`src/dmxfr_pkg.sv`:
```
// Shared types and constants for the DMX512 frame repeater.
`timescale 1ns / 1ps

package dmxfr_pkg;

    localparam int CNT_W       = 10;
    localparam int HIST_DEPTH  = 3;
    localparam int QUEUE_DEPTH = 4;

    localparam logic [1:0] OP_RX_BYTE = 2'd0;
    localparam logic [1:0] OP_TICK    = 2'd1;
    localparam logic [1:0] OP_REFRESH = 2'd2;
    localparam logic [1:0] OP_TX_DONE = 2'd3;

    localparam logic [1:0] ACT_NONE       = 2'd0;
    localparam logic [1:0] ACT_BREAK_BYTE = 2'd1;
    localparam logic [1:0] ACT_BYTE       = 2'd2;

    localparam logic [CNT_W-1:0] HIST_RESET   = 10'd512;
    localparam logic [CNT_W-1:0] TIMEOUT_STEP = 10'd35;
    localparam logic [CNT_W-1:0] TIMEOUT_BASE = 10'd4;

    typedef enum logic [2:0] {
        CMD_BREAK,
        CMD_BYTE,
        CMD_TICK,
        CMD_REFRESH,
        CMD_DONE
    } dmxfr_cmd_t;

    typedef enum logic [1:0] {
        PH_IDLE  = 2'd0,
        PH_BREAK = 2'd1,
        PH_DATA  = 2'd2
    } dmxfr_phase_t;

    typedef struct packed {
        logic [1:0] operation;
        logic [7:0] rx_byte;
        logic       framing_error;
    } dmxfr_in_t;

    typedef struct packed {
        logic [1:0] tx_action;
        logic [7:0] tx_byte;
        logic       led_on;
        logic       frame_cut;
        logic       tx_enabled;
    } dmxfr_out_t;

    typedef struct packed {
        dmxfr_cmd_t cmd;
        logic [7:0] data;
    } dmxfr_entry_t;

    typedef struct packed {
        logic [1:0] tx_action;
        logic       led_on;
        logic       frame_cut;
        logic       tx_enabled;
        logic       use_mem;
    } dmxfr_stage_t;

endpackage

```
`src/dmxfr_front.sv`:
```
// Front end: accept requests, classify them into commands, register them.
`timescale 1ns / 1ps

module dmxfr_front (
    input  logic                   aclk,
    input  logic                   aresetn,
    input  logic                   s_valid,
    output logic                   s_ready,
    input  dmxfr_pkg::dmxfr_in_t   s_req,
    input  logic                   clear_busy,
    output logic                   f_valid,
    input  logic                   f_ready,
    output dmxfr_pkg::dmxfr_entry_t f_entry
);

    logic                    valid_reg;
    logic                    valid_next;
    dmxfr_pkg::dmxfr_entry_t entry_reg;
    dmxfr_pkg::dmxfr_entry_t entry_class;
    logic                    take;

    assign s_ready = !clear_busy && (!valid_reg || f_ready);
    assign take    = s_valid && s_ready;

    always_comb begin
        entry_class.data = s_req.rx_byte;
        unique case (s_req.operation)
            dmxfr_pkg::OP_RX_BYTE: begin
                entry_class.cmd = s_req.framing_error ? dmxfr_pkg::CMD_BREAK
                                                      : dmxfr_pkg::CMD_BYTE;
            end
            dmxfr_pkg::OP_TICK:    entry_class.cmd = dmxfr_pkg::CMD_TICK;
            dmxfr_pkg::OP_REFRESH: entry_class.cmd = dmxfr_pkg::CMD_REFRESH;
            default:               entry_class.cmd = dmxfr_pkg::CMD_DONE;
        endcase
    end

    always_comb begin
        valid_next = valid_reg;
        if (take) begin
            valid_next = 1'b1;
        end else if (f_ready) begin
            valid_next = 1'b0;
        end
    end

    always_ff @(posedge aclk) begin
        if (!aresetn) begin
            valid_reg <= 1'b0;
        end else begin
            valid_reg <= valid_next;
        end
    end

    always_ff @(posedge aclk) begin
        if (take) begin
            entry_reg <= entry_class;
        end
    end

    assign f_valid = valid_reg;
    assign f_entry = entry_reg;

endmodule

```
`src/dmxfr_queue.sv`:
```
// Short command queue between the front end and the execution unit.
`timescale 1ns / 1ps

module dmxfr_queue (
    input  logic                    aclk,
    input  logic                    aresetn,
    input  logic                    push_valid,
    output logic                    push_ready,
    input  dmxfr_pkg::dmxfr_entry_t push_entry,
    output logic                    pop_valid,
    input  logic                    pop_ready,
    output dmxfr_pkg::dmxfr_entry_t pop_entry
);

    localparam int PTR_W = $clog2(dmxfr_pkg::QUEUE_DEPTH);
    localparam int CNT_W = $clog2(dmxfr_pkg::QUEUE_DEPTH + 1);
    localparam logic [CNT_W-1:0] FULL_CNT = CNT_W'(dmxfr_pkg::QUEUE_DEPTH);

    dmxfr_pkg::dmxfr_entry_t slots_reg [dmxfr_pkg::QUEUE_DEPTH];
    logic [PTR_W-1:0] wr_ptr_reg, wr_ptr_next;
    logic [PTR_W-1:0] rd_ptr_reg, rd_ptr_next;
    logic [CNT_W-1:0] count_reg, count_next;
    logic             do_push, do_pop;

    assign push_ready = (count_reg != FULL_CNT);
    assign pop_valid  = (count_reg != '0);
    assign pop_entry  = slots_reg[rd_ptr_reg];
    assign do_push    = push_valid && push_ready;
    assign do_pop     = pop_valid && pop_ready;

    always_comb begin
        wr_ptr_next = do_push ? PTR_W'(wr_ptr_reg + 1'b1) : wr_ptr_reg;
        rd_ptr_next = do_pop ? PTR_W'(rd_ptr_reg + 1'b1) : rd_ptr_reg;
        count_next  = count_reg;
        if (do_push && !do_pop) begin
            count_next = CNT_W'(count_reg + 1'b1);
        end else if (do_pop && !do_push) begin
            count_next = CNT_W'(count_reg - 1'b1);
        end
    end

    always_ff @(posedge aclk) begin
        if (!aresetn) begin
            wr_ptr_reg <= '0;
            rd_ptr_reg <= '0;
            count_reg  <= '0;
        end else begin
            wr_ptr_reg <= wr_ptr_next;
            rd_ptr_reg <= rd_ptr_next;
            count_reg  <= count_next;
        end
    end

    always_ff @(posedge aclk) begin
        if (do_push) begin
            slots_reg[wr_ptr_reg] <= push_entry;
        end
    end

endmodule

```
`src/dmxfr_back.sv`:
```
// Execution unit: receive/transmit state, slot store, result pipeline.
`timescale 1ns / 1ps

module dmxfr_back #(
    parameter int MAX_SLOTS = 512
) (
    input  logic                    aclk,
    input  logic                    aresetn,
    input  logic                    cfg_wr_en,
    input  logic [3:0]              cfg_wr_data,
    input  logic                    q_valid,
    output logic                    q_ready,
    input  dmxfr_pkg::dmxfr_entry_t q_entry,
    output logic                    clear_busy,
    output logic                    m_valid,
    input  logic                    m_ready,
    output dmxfr_pkg::dmxfr_out_t   m_req
);

    localparam int AW = $clog2(MAX_SLOTS);
    localparam int CW = dmxfr_pkg::CNT_W;
    localparam int SW = CW + 2;
    localparam logic [CW-1:0] MAX_CNT  = CW'(MAX_SLOTS);
    localparam logic [AW-1:0] LAST_ADR = AW'(MAX_SLOTS - 1);

    logic [7:0] mem [MAX_SLOTS];
    logic [7:0] rdata_reg;

    logic          clearing_reg, clearing_next;
    logic [AW-1:0] clr_adr_reg, clr_adr_next;

    logic [3:0] tsel_reg;

    dmxfr_pkg::dmxfr_phase_t phase_reg, phase_next;
    logic          tx_active_reg, tx_active_next;
    logic [CW-1:0] rx_cnt_reg, rx_cnt_next;
    logic [CW-1:0] prev_cnt_reg, prev_cnt_next;
    logic [CW-1:0] tx_idx_reg, tx_idx_next;
    logic [CW-1:0] last_idx_reg, last_idx_next;
    logic [CW-1:0] ticks_reg, ticks_next;
    logic [CW-1:0] hist_reg [dmxfr_pkg::HIST_DEPTH];
    logic [CW-1:0] hist_next [dmxfr_pkg::HIST_DEPTH];
    logic [1:0]    hptr_reg, hptr_next;
    logic          enable_reg, enable_next;
    logic          led_reg, led_next;

    logic          s2_valid_reg, s2_valid_next;
    dmxfr_pkg::dmxfr_stage_t s2_reg, s2_result;
    logic          m_valid_reg, m_valid_next;
    dmxfr_pkg::dmxfr_out_t m_req_reg;

    logic          out_free, s2_free, fire;
    logic          mem_we, mem_re;
    logic [AW-1:0] mem_wadr;
    logic [7:0]    mem_wdata;

    logic [CW-1:0] len, tick_inc, threshold;
    logic [SW-1:0] hist_sum, len_x3, sum_diff;
    logic          avg_match, stalled_rx, slot_room;

    assign out_free   = !m_valid_reg || m_ready;
    assign s2_free    = !s2_valid_reg || out_free;
    assign q_ready    = s2_free && !clearing_reg;
    assign fire       = q_valid && q_ready;
    assign clear_busy = clearing_reg;

    assign len        = (rx_cnt_reg == '0) ? '0 : CW'(rx_cnt_reg - 1'b1);
    assign tick_inc   = CW'(ticks_reg + 1'b1);
    assign threshold  = CW'(dmxfr_pkg::TIMEOUT_STEP * CW'(tsel_reg)) + dmxfr_pkg::TIMEOUT_BASE;
    assign stalled_rx = (prev_cnt_reg == rx_cnt_reg) && (phase_reg == dmxfr_pkg::PH_DATA);
    assign slot_room  = (rx_cnt_reg < MAX_CNT);

    always_comb begin
        for (int k = 0; k < dmxfr_pkg::HIST_DEPTH; k++) begin
            hist_next[k] = (hptr_reg == 2'(k)) ? len : hist_reg[k];
        end
        hist_sum  = SW'(hist_next[0]) + SW'(hist_next[1]) + SW'(hist_next[2]);
        len_x3    = SW'(len) + SW'({len, 1'b0});
        sum_diff  = SW'(hist_sum - len_x3);
        avg_match = (hist_sum >= len_x3) && (sum_diff < SW'(dmxfr_pkg::HIST_DEPTH));
    end

    always_comb begin
        phase_next = phase_reg;
        if (fire) begin
            unique case (q_entry.cmd)
                dmxfr_pkg::CMD_BREAK: begin
                    phase_next = (phase_reg == dmxfr_pkg::PH_DATA) ? dmxfr_pkg::PH_IDLE
                                                                   : dmxfr_pkg::PH_BREAK;
                end
                dmxfr_pkg::CMD_BYTE: begin
                    if (phase_reg == dmxfr_pkg::PH_DATA) begin
                        if (!slot_room) begin
                            phase_next = dmxfr_pkg::PH_IDLE;
                        end
                    end else if (phase_reg != dmxfr_pkg::PH_IDLE) begin
                        phase_next = (q_entry.data == 8'd0) ? dmxfr_pkg::PH_DATA
                                                            : dmxfr_pkg::PH_IDLE;
                    end
                end
                dmxfr_pkg::CMD_TICK: begin
                    if (stalled_rx) begin
                        phase_next = dmxfr_pkg::PH_IDLE;
                    end
                end
                default: phase_next = phase_reg;
            endcase
        end
    end

    always_comb begin
        tx_active_next = tx_active_reg;
        rx_cnt_next    = rx_cnt_reg;
        prev_cnt_next  = prev_cnt_reg;
        tx_idx_next    = tx_idx_reg;
        last_idx_next  = last_idx_reg;
        ticks_next     = ticks_reg;
        hptr_next      = hptr_reg;
        enable_next    = enable_reg;
        led_next       = led_reg;
        s2_result      = '0;
        mem_we         = 1'b0;
        mem_re         = 1'b0;
        mem_wadr       = rx_cnt_reg[AW-1:0];
        mem_wdata      = q_entry.data;
        if (fire) begin
            case (q_entry.cmd)
                dmxfr_pkg::CMD_BREAK: begin
                    if (phase_reg == dmxfr_pkg::PH_DATA) begin
                        s2_result.frame_cut = 1'b1;
                        led_next            = 1'b0;
                    end
                end
                dmxfr_pkg::CMD_BYTE: begin
                    if (phase_reg == dmxfr_pkg::PH_DATA) begin
                        if (slot_room) begin
                            mem_we      = 1'b1;
                            rx_cnt_next = CW'(rx_cnt_reg + 1'b1);
                        end
                    end else if (phase_reg != dmxfr_pkg::PH_IDLE) begin
                        hptr_next   = (hptr_reg == 2'(dmxfr_pkg::HIST_DEPTH - 1)) ? 2'd0
                                                                         : 2'(hptr_reg + 1'b1);
                        if (avg_match) begin
                            last_idx_next = len;
                        end
                        enable_next = 1'b1;
                        ticks_next  = '0;
                        rx_cnt_next = '0;
                    end
                end
                dmxfr_pkg::CMD_TICK: begin
                    ticks_next = tick_inc;
                    if (tick_inc >= threshold) begin
                        enable_next    = 1'b0;
                        ticks_next     = '0;
                        tx_active_next = 1'b0;
                        led_next       = 1'b0;
                    end
                    if (stalled_rx) begin
                        led_next = 1'b1;
                    end else begin
                        prev_cnt_next = rx_cnt_reg;
                    end
                end
                dmxfr_pkg::CMD_REFRESH: begin
                    if (!tx_active_reg && enable_reg) begin
                        led_next            = 1'b1;
                        tx_idx_next         = '0;
                        tx_active_next      = 1'b1;
                        s2_result.tx_action = dmxfr_pkg::ACT_BREAK_BYTE;
                    end
                end
                default: begin
                    if (tx_active_reg) begin
                        if (tx_idx_reg <= last_idx_reg && tx_idx_reg < MAX_CNT) begin
                            s2_result.tx_action = dmxfr_pkg::ACT_BYTE;
                            s2_result.use_mem   = 1'b1;
                            mem_re              = 1'b1;
                            tx_idx_next         = CW'(tx_idx_reg + 1'b1);
                        end else begin
                            tx_active_next = 1'b0;
                        end
                    end
                end
            endcase
        end
        if (clearing_reg) begin
            mem_we    = 1'b1;
            mem_wadr  = clr_adr_reg;
            mem_wdata = 8'd0;
        end
        s2_result.led_on     = led_next;
        s2_result.tx_enabled = enable_next;
    end

    always_comb begin
        clearing_next = clearing_reg;
        clr_adr_next  = clr_adr_reg;
        if (clearing_reg) begin
            clr_adr_next = AW'(clr_adr_reg + 1'b1);
            if (clr_adr_reg == LAST_ADR) begin
                clearing_next = 1'b0;
            end
        end
        s2_valid_next = s2_valid_reg;
        if (fire) begin
            s2_valid_next = 1'b1;
        end else if (out_free) begin
            s2_valid_next = 1'b0;
        end
        m_valid_next = m_valid_reg;
        if (s2_valid_reg && out_free) begin
            m_valid_next = 1'b1;
        end else if (m_ready) begin
            m_valid_next = 1'b0;
        end
    end

    always_ff @(posedge aclk) begin
        if (!aresetn) begin
            clearing_reg  <= 1'b1;
            clr_adr_reg   <= '0;
            tsel_reg      <= '0;
            phase_reg     <= dmxfr_pkg::PH_IDLE;
            tx_active_reg <= 1'b0;
            rx_cnt_reg    <= '0;
            prev_cnt_reg  <= '0;
            tx_idx_reg    <= '0;
            last_idx_reg  <= '0;
            ticks_reg     <= '0;
            for (int k = 0; k < dmxfr_pkg::HIST_DEPTH; k++) begin
                hist_reg[k] <= dmxfr_pkg::HIST_RESET;
            end
            hptr_reg      <= '0;
            enable_reg    <= 1'b0;
            led_reg       <= 1'b0;
            s2_valid_reg  <= 1'b0;
            m_valid_reg   <= 1'b0;
        end else begin
            clearing_reg  <= clearing_next;
            clr_adr_reg   <= clr_adr_next;
            if (cfg_wr_en) begin
                tsel_reg <= cfg_wr_data;
            end
            phase_reg     <= phase_next;
            tx_active_reg <= tx_active_next;
            rx_cnt_reg    <= rx_cnt_next;
            prev_cnt_reg  <= prev_cnt_next;
            tx_idx_reg    <= tx_idx_next;
            last_idx_reg  <= last_idx_next;
            ticks_reg     <= ticks_next;
            if (fire && q_entry.cmd == dmxfr_pkg::CMD_BYTE
                && phase_reg != dmxfr_pkg::PH_DATA && phase_reg != dmxfr_pkg::PH_IDLE) begin
                for (int k = 0; k < dmxfr_pkg::HIST_DEPTH; k++) begin
                    hist_reg[k] <= hist_next[k];
                end
            end
            hptr_reg      <= hptr_next;
            enable_reg    <= enable_next;
            led_reg       <= led_next;
            s2_valid_reg  <= s2_valid_next;
            m_valid_reg   <= m_valid_next;
        end
    end

    always_ff @(posedge aclk) begin
        if (mem_we) begin
            mem[mem_wadr] <= mem_wdata;
        end
        if (mem_re) begin
            rdata_reg <= mem[tx_idx_reg[AW-1:0]];
        end
    end

    always_ff @(posedge aclk) begin
        if (fire) begin
            s2_reg <= s2_result;
        end
        if (s2_valid_reg && out_free) begin
            m_req_reg.tx_action  <= s2_reg.tx_action;
            m_req_reg.tx_byte    <= s2_reg.use_mem ? rdata_reg : 8'd0;
            m_req_reg.led_on     <= s2_reg.led_on;
            m_req_reg.frame_cut  <= s2_reg.frame_cut;
            m_req_reg.tx_enabled <= s2_reg.tx_enabled;
        end
    end

    assign m_valid = m_valid_reg;
    assign m_req   = m_req_reg;

endmodule

```
`src/dmx512_frame_repeater.sv`:
```
// Top level of the DMX512 frame repeater: front end, command queue, execution unit.
//
//   channel  direction  handshake           payload
//   s_       in         s_valid / s_ready   s_req  (event: operation, byte, break flag)
//   m_       out        m_valid / m_ready   m_req  (transmit action, byte, status)
//   cfg_     in         cfg_wr_en           cfg_wr_data (timeout select)
//
// One request per cycle unless m_ready stalls or the slot store is being cleared.
// The slot store has one write and one read port; each event does at most one access.
// After reset the slot store is zeroed with s_ready held low.
// Either side may stall: the four-entry queue and output register decouple them.
`timescale 1ns / 1ps

module dmx512_frame_repeater #(
    parameter int MAX_SLOTS = 512
) (
    input  logic                  aclk,
    input  logic                  aresetn,
    input  logic                  cfg_wr_en,
    input  logic [3:0]            cfg_wr_data,
    input  logic                  s_valid,
    output logic                  s_ready,
    input  dmxfr_pkg::dmxfr_in_t  s_req,
    output logic                  m_valid,
    input  logic                  m_ready,
    output dmxfr_pkg::dmxfr_out_t m_req
);

    logic                    clear_busy;
    logic                    f_valid, f_ready;
    dmxfr_pkg::dmxfr_entry_t f_entry;
    logic                    q_valid, q_ready;
    dmxfr_pkg::dmxfr_entry_t q_entry;

    dmxfr_front u_front (
        .aclk       (aclk),
        .aresetn    (aresetn),
        .s_valid    (s_valid),
        .s_ready    (s_ready),
        .s_req      (s_req),
        .clear_busy (clear_busy),
        .f_valid    (f_valid),
        .f_ready    (f_ready),
        .f_entry    (f_entry)
    );

    dmxfr_queue u_queue (
        .aclk       (aclk),
        .aresetn    (aresetn),
        .push_valid (f_valid),
        .push_ready (f_ready),
        .push_entry (f_entry),
        .pop_valid  (q_valid),
        .pop_ready  (q_ready),
        .pop_entry  (q_entry)
    );

    dmxfr_back #(
        .MAX_SLOTS (MAX_SLOTS)
    ) u_back (
        .aclk        (aclk),
        .aresetn     (aresetn),
        .cfg_wr_en   (cfg_wr_en),
        .cfg_wr_data (cfg_wr_data),
        .q_valid     (q_valid),
        .q_ready     (q_ready),
        .q_entry     (q_entry),
        .clear_busy  (clear_busy),
        .m_valid     (m_valid),
        .m_ready     (m_ready),
        .m_req       (m_req)
    );

endmodule

```
`config.mk`:
```
export PLATFORM = sky130hd
export DESIGN_NAME = dmx512_frame_repeater
export DESIGN_NICKNAME = d
export VERILOG_FILES = /design/src/dmxfr_pkg.sv /design/src/dmxfr_front.sv /design/src/dmxfr_queue.sv /design/src/dmxfr_back.sv /design/src/dmx512_frame_repeater.sv
export SDC_FILE = /design/constraint.sdc
export NUM_CORES = 2
export LEC_CHECK = 0
export CAP_MARGIN = 20
export CORE_AREA = 5 5 756 758
export CTS_BUF_LIST = sky130_fd_sc_hd__clkbuf_8
export DETAILED_ROUTE_END_ITERATION = 8
export DIE_AREA = 0 0 761 763
export DONT_BUFFER_PORTS = 1
export PLACE_DENSITY_LB_ADDON = 0.05
export SLEW_MARGIN = 5
export SYNTH_ARGS = -nofsm -noshare
export SYNTH_HDL_FRONTEND = slang
export SYNTH_MEMORY_MAX_BITS = 65536
export SYNTH_SLANG_ARGS = --single-unit
```
`constraint.sdc`:
```
create_clock -name aclk -period 11.5 [get_ports aclk]
set_input_delay 0.575 -clock aclk [delete_from_list [all_inputs] [get_ports aclk]]
set_output_delay 0.575 -clock aclk [all_outputs]
set_load 0.1 [all_outputs]
```
==> flow_metrics.tcl <==
set metrics [dict create \
    slew_headroom_pct 4.096 \
    cts.root.buffer_cell "clkbuf_8" \
    ir_drop_mv 0.1182 \
    cts_setup_buffers 0 \
    grt_max_degree 212 \
    antenna_found_initial 60 \
    ant_nets 0 \
    drc 0 \
    clkTransAtPathRegs_ns 0.06 \
    critPathKind "reg2reg" \
    ctsHoldBuffers 38 \
    grt-ovfl-total 0 \
    fin_area_um2 192500 \
    cp-end-kind "flop" \
    hold_viol_final 0 \
    h-tree-depth 6 \
    finalCritPeriodShare_pct 65.13 \
    clockBufferDepth 4 \
    die_y_um 763 \
    syn_inst 8178 \
    fin_nets 8829 \
    placementRows 276 \
    synth_area_leaders "edfxtp_1, mux4_2, nor2_1, dfxtp_1, a22oi_1" \
    drv_cap 0 \
    tightest_slew_ns 1.439 \
    ys_warn_count 0 \
    worstPathArrival_ns 8.60 \
    yosys.area.top_type "edfxtp_1" \
    drive_gt1_share_pct 24.43 \
    yosysTopAreaCellShare_pct 75.01 \
    die_area_um2 580600 \
    fin_util_pct 34.16 \
    core-area_um2 563600 \
    cts-resized-gates 0 \
    synth-edff-count 4208 \
    status "finished clean" \
    p_per_area_nw_per_um2 157.6 \
    path_max_fanout 12 \
    area_growth_pct 14.27 \
    cts_tree "done" \
    synth-async-reset-ratio_pct 0 \
    fin_crit_ns 7.490 \
    cts.sinks 4291 \
    grt_pass1_vias 90070 \
    gp_congestion 0.7804 \
    dp_hpwl_mm 330.3 \
    finClkSkew_ns 0.06825 \
    setup_violations 0 \
    synth_cell_types 85 \
    drt-initial-drc-count 7553 \
    wirelength_mm 551.0 \
    drv_slew 0 \
    die_w_um 761 \
    post-place-ws_ns 4.059 \
    rsz0062_at_grt "false" \
    fin_tns_setup_ns 0 \
    ys_seq_area_share_pct 75.99 \
    clk_latency_ns 1.26 \
    required_ns 12.61 \
    start_util_pct 29.89 \
    grt_pass1_wl_mm 758.6 \
    syn_area_um2 168500 \
    ys_top_cells_by_count "edfxtp_1, mux4_2, nor2_1" \
    post_dp_cell_area_um2 178300 \
    fin_cells 16840 \
    syn-num-nets 8290 \
    wl_per_cell_um 32.73 \
    via_per_inst 5.061 \
    yosys_register_bits 4291 \
    p_leak_nw 60.04 \
    worstSetupStartpointType "flop" \
    io_buffers 0 \
    grt_usage_pct 18.56 \
    largest_register_ffs 4096 \
    post_synth.cell_area_avg_um2 20.60 \
    dr.pass1.iters 5 \
    num_vias 85200 \
    place_inst 15420 \
    hold_path.class "in2reg" \
    synth_ff_type "edfxtp_1" \
    yosysMostFrequentCell "edfxtp_1" \
    max_freq_mhz 133.5 \
    cts_made_buffers 758 \
    setup_slack_ns 4.010 \
    ios 35 \
]
==> critical path, cell delays in order, from the launching register on <==
cell      delay, ns
dfxtp_1        0.47
inv_1          0.28
ha_1           0.26
or3b_1         0.50
a311oi_1       0.67
a21oi_1        0.21
o21ai_0        0.30
ha_1           0.31
a21oi_1        0.17
o21ai_0        0.11
a311o_1        0.37
xor2_1         0.17
ha_1           0.23
or3_1          0.34
o21ai_0        0.08
a21oi_1        0.09
a21o_1         0.20
a21oi_1        0.16
xor2_1         0.10
ha_1           0.44
mux2i_1        0.22
o221ai_1       0.16
a311oi_1       0.41
nand4b_4       0.16
nor4_4         0.65
mux2i_1        0.28
==> area by class of cell <==
cell class,instances,area [um^2]
diodes,20,50.05
clock buffers,777,10690
clock inverters,575,2952
fillers,53140,371100
inverters,81,304.0
multi-input cells,3319,38430
flip-flops and latches,4291,128100
well taps,7506,9392
repair buffers,266,2625
==> per-layer routing <==
layer	part of all wire, %	track usage [%]
met5	0.026	0
met4	2.5	4.807
met3	5.0	2.828
met2	48	30.68
met1	44	25.64
==> report_power, final <==
| group | internal (mW) | switching (mW) |
|---|---|---|
| combinational | 0.0941 | 0.219 |
| sequential | 16.9 | 0.00870 |
| clock | 6.59 | 6.49 |
| total | 23.6 | 6.72 |
==> kinds of logic after synthesis <==
group / after synthesis / synth area share [%]
multiplexers: 1123 / 14.54
buffers and inverters: 568 / 1.443
AO/OA/AOI/OAI: 851 / 3.698
XOR/XNOR: 82 / 0.4263
adder cells (fa/ha/maj): 93 / 0.7115
AND/OR/NAND/NOR: 1170 / 3.185
flip-flops: 4291 / 75.99
==> through the flow <==
stage | power, mW | hold WS (ns)
global route | 31.55 | 0.1210
global placement | 17.56 | 0.4486
finish | 30.33 | 0.2097
detailed placement | 17.56 | 0.4501
floorplan | 17.41 | 0.4003
CTS | 30.82 | 0.01902
==> path summary, 6_finish.rpt <==
kind                                                           from                             endpoint  slack [ns]  cells past startpoint
worst max register to register    u_back.rx_cnt_reg[0]$_SDFFE_PN0P_  u_back.last_idx_reg[2]$_SDFFE_PN0P_        4.01                     25
worst min-delay path                                        m_ready          u_back.m_valid$_SDFFE_PN0P_        0.21                      3
worst max-delay path              u_back.rx_cnt_reg[0]$_SDFFE_PN0P_  u_back.last_idx_reg[2]$_SDFFE_PN0P_        4.01                     25
worst min register to register  u_back.last_idx_reg[1]$_SDFFE_PN0P_  u_back.last_idx_reg[1]$_SDFFE_PN0P_        0.46                      2
==> cell usage in the layout (no fill, tap or decap), types with 63 or more instances in the layout <==
cell type	n
o22ai_1	63
o21ai_0	87
inv_1	346
nor2_1	598
buf_4	179
dfxtp_1	73
clkbuf_8	777
a21oi_1	98
edfxtp_1	4208
nand3_1	77
a22o_1	138
nand2_1	189
clkinv_1	189
a22oi_1	178
a221oi_1	136
mux4_2	1050
ha_1	87
Power figures use the tool's default switching activity.
